--- src/sv/sobel_pkg.sv ---
// Shared types and constants for the Sobel gradient magnitude block.
package sobel_pkg;
   localparam int MaxLine   = 2048;
   localparam int AddrBits  = 11;
   localparam int ColBits   = 12;
   localparam int RowBits   = 13;
   localparam int PixelBits = 8;
   localparam int SqBits    = 17;
   localparam int GradBits  = 11;
   localparam logic [ColBits-1:0] WidthReset = 12'd640;
   localparam logic [RowBits-1:0] RowsReset  = 13'd480;
   localparam logic [0:0] CsrLineWidth = 1'b0;
   localparam logic [0:0] CsrFrameRows = 1'b1;

   typedef struct packed {
      logic load;
      logic root_step;
      logic [2:0] root_bit;
   } cmd_type;

   typedef struct packed {
      logic has_result;
   } stat_type;
endpackage

--- src/sv/sobel_ctrl.sv ---
// Controller FSM: sequences pixel load, square root iterations and result handoff.
module sobel_ctrl (
   input  logic              clock,
   input  logic              reset,
   input  logic              req_tvalid,
   output logic              req_tready,
   input  logic              out_busy,
   input  sobel_pkg::stat_type stat,
   output sobel_pkg::cmd_type  cmd,
   output logic              rsp_load
);
   typedef enum logic [1:0] {ST_IDLE, ST_GRAD, ST_ROOT, ST_DONE} state_type;
   state_type state_ff;
   logic [2:0] bit_ff;

   assign req_tready   = (state_ff == ST_IDLE);
   assign cmd.load     = req_tvalid && req_tready;
   assign cmd.root_step = (state_ff == ST_ROOT);
   assign cmd.root_bit = bit_ff;
   assign rsp_load     = (state_ff == ST_DONE) && !out_busy;

   always_ff @(posedge clock) begin
      if (reset) begin
         state_ff <= ST_IDLE;
         bit_ff   <= 3'd7;
      end else begin
         case (state_ff)
            ST_IDLE: begin
               bit_ff <= 3'd7;
               if (cmd.load) state_ff <= ST_GRAD;
            end
            ST_GRAD: begin
               state_ff <= ST_ROOT;
            end
            ST_ROOT: begin
               if (bit_ff == 3'd0) state_ff <= stat.has_result ? ST_DONE : ST_IDLE;
               bit_ff <= bit_ff - 3'd1;
            end
            ST_DONE: begin
               if (!out_busy) state_ff <= ST_IDLE;
            end
            default: state_ff <= ST_IDLE;
         endcase
      end
   end
endmodule

--- config.mk ---
export PLATFORM = sky130hd
export DESIGN_NAME = sobel_ctrl
export DESIGN_NICKNAME = d
export VERILOG_FILES = /design/src/sv/sobel_pkg.sv /design/src/sv/sobel_ctrl.sv
export SDC_FILE = /design/constraint.sdc
export NUM_CORES = 1
export LEC_CHECK = 0
export ABC_AREA = 1
export ABC_CLOCK_PERIOD_IN_PS = 1300
export BUFFER_PORTS_ARGS = -buffer_cell sky130_fd_sc_hd__buf_2
export CORE_AREA = 2 2 39 41
export CTS_CLUSTER_SIZE = 16
export DETAILED_ROUTE_END_ITERATION = 10
export DIE_AREA = 0 0 41 43
export SKIP_LAST_GASP = 1
export SLEW_MARGIN = 10
export SYNTH_ARGS = -nofsm -noshare
export SYNTH_HDL_FRONTEND = slang
export SYNTH_SLANG_ARGS = --single-unit
--- constraint.sdc ---
create_clock -name clock -period 1.3 [get_ports clock]
set_clock_uncertainty 0.05 [all_clocks]
set_input_delay 0.065 -clock clock [delete_from_list [all_inputs] [get_ports clock]]
set_output_delay 0.065 -clock clock [all_outputs]
set_load 0.1 [all_outputs]
==> flow_summary.yaml, run 1 <==
outcome:
  status: "finished, final reports clean"
power_and_ir_drop:
  p_total_mw: 1.11
  ir_drop_v: 0.000808
  power.density_nw_per_um2: 2110
  leakagePower_nw: 0.240
floorplan:
  coreArea_um2: 1380
  die-area_um2: 1760
  rows: 14
  start_util_pct: 20.1
  boundaryPins: 12
  fp.dieH_um: 43
  die_width_um: 41
global_route:
  grt_max_degree: 8
  grtUsageTotal_pct: 8.04
  antenna_found_initial: 0
  grt_pass1_vias: 258
  grt_pass1_wl_um: 979
  gr-total-overflow: 0
cts:
  clkLatencyLatePin_ns: 0.24
  cts_tree: "yes"
  cts_inserted_buffers: 3
  cts_setup_buffers: 0
  clockBufferDepth: 2
  cts-root-buf: "clkbuf_4"
  clock-sinks: 5
  h-tree-depth: 1
  clk_pin_slew_ns: 0.04
placed_design:
  pre_cts_ws_ns: 0.130
  place_congestion: 0.669
  place.port_buffers: 11
  place_hpwl_um: 477
critical_path:
  regToRegStartpoint: "bit_ff[0]"
  ff2ff_path_depth: 7
  crit_arrival_ns: 1.12
  critPathKind: "reg -> out"
  cp_cell_sequence: "inv_1 -> nor3_4 -> buf_12"
  crit_slowest_cell: "dfxtp_4"
  r2r_end: "state_ff[0]"
  cp-start-kind: "flip-flop"
  end_kind: "output pin"
  crit_required_ns: 1.19
  cp_top_family: "flip-flops"
  crit_buf_inv: 2
  r2r_slack_ns: 0.12
  crit_fanout: 7
  critPathMaxStageDelay_ns: 0.39
sta:
  drv_slew: 0
  timing.final.crit_share_pct: 94.8
  relSlewSlack_pct: 67.7
  setup_violations: 0
  min_period_ns: 1.23
  whs_ns: 0.164
  setup_ws_ns: 0.0677
  tightest_slew_ns: 0.487
  rsz0062_at_grt: "false"
  hold_viol: 0
  tns_ns: 0
  fmax_mhz: 811
logic_synthesis:
  synthesis.nets: 48
  synth_area_um2: 278
  synth_top_area_share_pct: 36.0
  synth_cell_type_count: 13
  ys_seq_area_share_pct: 36.0
  yosysWarnings: 0
  syn_inst: 41
  yosys_register_bits: 5
  syn_avg_cell_area_um2: 6.77
  synth_area_leader_cell: "dfxtp_1"
  synth_area_leaders: "dfxtp_1 (36%), nand2_1 (11%), inv_1 (9.5%)"
finish:
  final_util_pct: 38.0
  antenna_cells: 0
  syn_to_final_growth_pct: 89.2
  layout-drive-gt1-share_pct: 52.6
  layout_common_cells: "nand2_1 (7), buf_2 (7), inv_1 (5)"
  fill_cells: 139
  final_nets: 65
hold_path:
  whs_path_depth: 5
  holdPathEnd: "state_ff[0]"
  hold_start: "stat"
  holdCritPathClass: "in -> reg"
run:
  maxCapViolations: 0
drt:
  ant_nets: 0
  avgRoutedWirePerCell_um: 7.74
  totalWireLength_um: 565
  vias: 291
  drt-initial-drc-count: 0
  drc_errors: 0
  viasPerCell: 3.99
  dr.pass1.iters: 1
[flip-flops by register name (all words and copies together) (netlist names)]
name,flops
bit_ff,3
state_ff,2
[worst max-delay path by stage]
stage	startpoint	end	slack, ns	cells past startpoint
2_1_floorplan	state_ff[1]	rsp_load	-0.08	2
3_3_place_gp	bit_ff[0]	state_ff[1]	0.12	7
3_5_place_dp	bit_ff[1]	state_ff[0]	0.13	7
4_1_cts	state_ff[1]	rsp_load	0.03	3
5_1_grt	state_ff[1]	rsp_load	0.01	3
6_report	state_ff[1]	rsp_load	0.07	3
[cell type report]
type	instances	area [um^2]	area share, %
Inverter	9	38.8	7.38
Clock buffer	4	26.3	5.00
Tap cell	16	20.0	3.81
Multi-Input combinational cell	27	199	37.9
Timing Repair Buffer	12	125	23.8
Sequential cell	5	116	22.1
[kinds of logic after synthesis]
logic type / share of synthesized area (%)
AO/OA/AOI/OAI: 10.8
AND/OR/NAND/NOR: 32.0
adder cells (fa/ha/maj): 9.01
flip-flops: 36.0
buffers and inverters: 12.2
[stage by stage]
stage / instances / instance area [um^2]
global route: 73 / 526
global placement: 68 / 487
floorplan: 41 / 352
detailed placement: 68 / 487
finish: 73 / 526
CTS: 73 / 523
[synthesized netlist by cell type]
cell type / instances
a21oi_1: 2
dfxtp_1: 5
ha_1: 2
inv_1: 7
inv_2: 2
nand2_1: 8
nand3_1: 2
nand3_2: 1
nand3b_1: 1
nor2_1: 4
nor2_2: 1
nor3_1: 2
o21ai_1: 4
[layer usage]
layer / share of wire (%) / global-route usage [%]
met1: 47 / 10.3
met5: 0 / 0
met4: 0 / 6.00
met3: 8.0 / 2.62
met2: 45 / 10.6
[where the power goes]
part / switching, mW / internal, mW / total, mW
clock: 0.0597 / 0.116 / 0.176
sequential: 0.0602 / 0.191 / 0.251
combinational: 0.465 / 0.217 / 0.683
[timing repair]
item / in CTS / in global routing
hold endpoints to repair: 1 / 0
hold buffers: 1 / 0
gates resized for setup: 0 / 1
endpoints found under the setup margin: 0 / 2
[worst reg2reg max path, cell delays in order, from the launching register on]
cell      delay (ns)
dfxtp_4         0.35
inv_4           0.04
ha_4            0.15
ha_4            0.14
nand3b_1        0.18
nand3_2         0.10
nor2_1          0.04
nor2_1          0.07
Power figures use the tool's default switching activity.
==> run 2: changes to the inputs <==
--- a/config.mk
+++ b/config.mk
@@ -14,2 +14,3 @@
 export DIE_AREA = 0 0 41 43
+export HOLD_SLACK_MARGIN = 0.08
 export SKIP_LAST_GASP = 1
==> constraint.sdc (replaced) <==
create_clock -name clock -period 1.3 [get_ports clock]
set_clock_uncertainty 0.05 [all_clocks]
set_input_delay 0.325 -clock clock [delete_from_list [all_inputs] [get_ports clock]]
set_output_delay 0.325 -clock clock [all_outputs]
set_load 0.1 [all_outputs]
==> run 2 against run 1 <==
Against the previous run:
- the run now ends with setup timing left
- register-to-register slack worse by 0.03 ns
- setup slack worse by 0.21 ns
- combinational power is 24% higher
- clock-buffer cell count stayed put
- hold slack better by 0.089 ns
- wire length is 19% higher
- first-iteration DRC count is 3 higher
- global-route usage is 1.8 points higher
- sequential power hardly changed
- non-clock buffer count is 7 higher
- highest routed layer is now met4
==> flow_summary.yaml, run 2 (synthesis results as in run 1) <==
global_route:
  grtUsageTotal_pct: 9.85
  grt_max_degree: 7
  gr-total-overflow: 0
  grt_pass1_wl_um: 1070
  grt_pass1_vias: 284
  antenna_found_initial: 0
sta:
  rsz0062_at_grt: "true"
  timing.final.crit_share_pct: 111
  tns_ns: -0.421
  fmax_mhz: 693
  relSlewSlack_pct: 88.6
  setup_ws_ns: -0.143
  hold_viol: 0
  setup_violations: 4
  whs_ns: 0.253
  min_period_ns: 1.44
  tightest_slew_ns: 0.171
  drv_slew: 0
finish:
  largest_reg_flops: 3
  finalNonFillerCells: 80
  antenna_cells: 0
  top_register: "bit_ff"
  layout-drive-gt1-share_pct: 62.5
  layout_common_cells: "nand2_1 (7), buf_12 (7), buf_4 (7), dfxtp_4 (5)"
  final_nets: 72
  fill_cells: 135
  largest_registers: "bit_ff x3, state_ff x2"
  syn_to_final_growth_pct: 127
outcome:
  status: "complete, but fails checks"
  violations: "setup timing"
cts:
  cts_tree: "yes"
  clkLatencyLatePin_ns: 0.24
  clk_pin_slew_ns: 0.04
  cts-root-buf: "clkbuf_4"
  clock-sinks: 5
  cts_inserted_buffers: 3
  h-tree-depth: 1
  clockBufferDepth: 2
  postCtsHoldBufs: 0
run:
  maxCapViolations: 0
placed_design:
  pre_cts_ws_ns: 0.0554
  place_congestion: 0.635
  place_hpwl_um: 522
  dp.cells: 70
  place.port_buffers: 11
critical_path:
  end_kind: "output pin"
  critPathKind: "reg -> out"
  crit_fanout: 4
  cp-start-kind: "flip-flop"
  r2r_slack_ns: 0.09
  crit_arrival_ns: 1.07
  crit_required_ns: 0.93
drt:
  viasPerCell: 4.15
  drc_errors: 0
  vias: 332
  dr.pass1.iters: 4
  drt-initial-drc-count: 3
  totalWireLength_um: 675
  avgRoutedWirePerCell_um: 8.44
  ant_nets: 0
floorplan:
  fp.dieH_um: 43
  start_util_pct: 20.1
  die-area_um2: 1760
  boundaryPins: 12
  coreArea_um2: 1380
  die_width_um: 41
  rows: 14
hold_path:
  holdCritPathClass: "in -> reg"
power_and_ir_drop:
  leakagePower_nw: 0.301
  power.density_nw_per_um2: 2020
  ir_drop_v: 0.000847
  p_total_mw: 1.28
## run 2: changes by cell type in the layout (fill, tap and decap cells not counted), sizes merged
cell,change
dlygate4sd3,-1
buf,+8
## run 2: timing repair
item	CTS	global route
pin swaps	1	3
endpoints found under the hold margin	0	0
cloned	0	0
setup buffers	5	1
setup endpoints to repair	4	4
gates resized for setup	2	1
## run 2: final timing paths
path,startpoint,end,cells past startpoint
min,reset,bit_ff[0],3
max,state_ff[0],rsp_load,3
max reg2reg,bit_ff[0],state_ff[1],7
min reg2reg,bit_ff[2],bit_ff[2],2
## run 2: metrics by stage
stage	area (um^2)	util, %
detailed placement	552	39.9
global placement	552	39.9
floorplan	357	-
global route	632	45.7
finish	632	45.7
CTS	621	44.8
## run 2: report_power, final
group | leakage, nW | internal, mW | switching, mW
Combinational | 0.244 | 0.343 | 0.504
Clock | 0.0150 | 0.116 | 0.0628
Sequential | 0.0420 | 0.194 | 0.0584
Total | 0.301 | 0.653 | 0.625
## run 2: routing by layer
layer  GRT usage, %  vias up  wire length, um
met3           5.24        2               60
met4           10.0        0               10
met1           11.0      139              302
li1               -      178                -
met2           12.2       13              302
met5              0        -                0
## run 2: worst max-delay path: stages, from the launching register on
cell and delay [ns]:
dfxtp_4 0.38, inv_4 0.05, nor3_4 0.20, buf_12 0.20
## run 2: area by class of cell
cell class	instances	area, um^2	area share [%]
timing repair buffer	19	224	35.4
multi-input combinational	27	199	31.5
sequential	5	119	18.8
inverter	9	43.8	6.93
clock buffer	4	26.3	4.16
tap	16	20.0	3.17
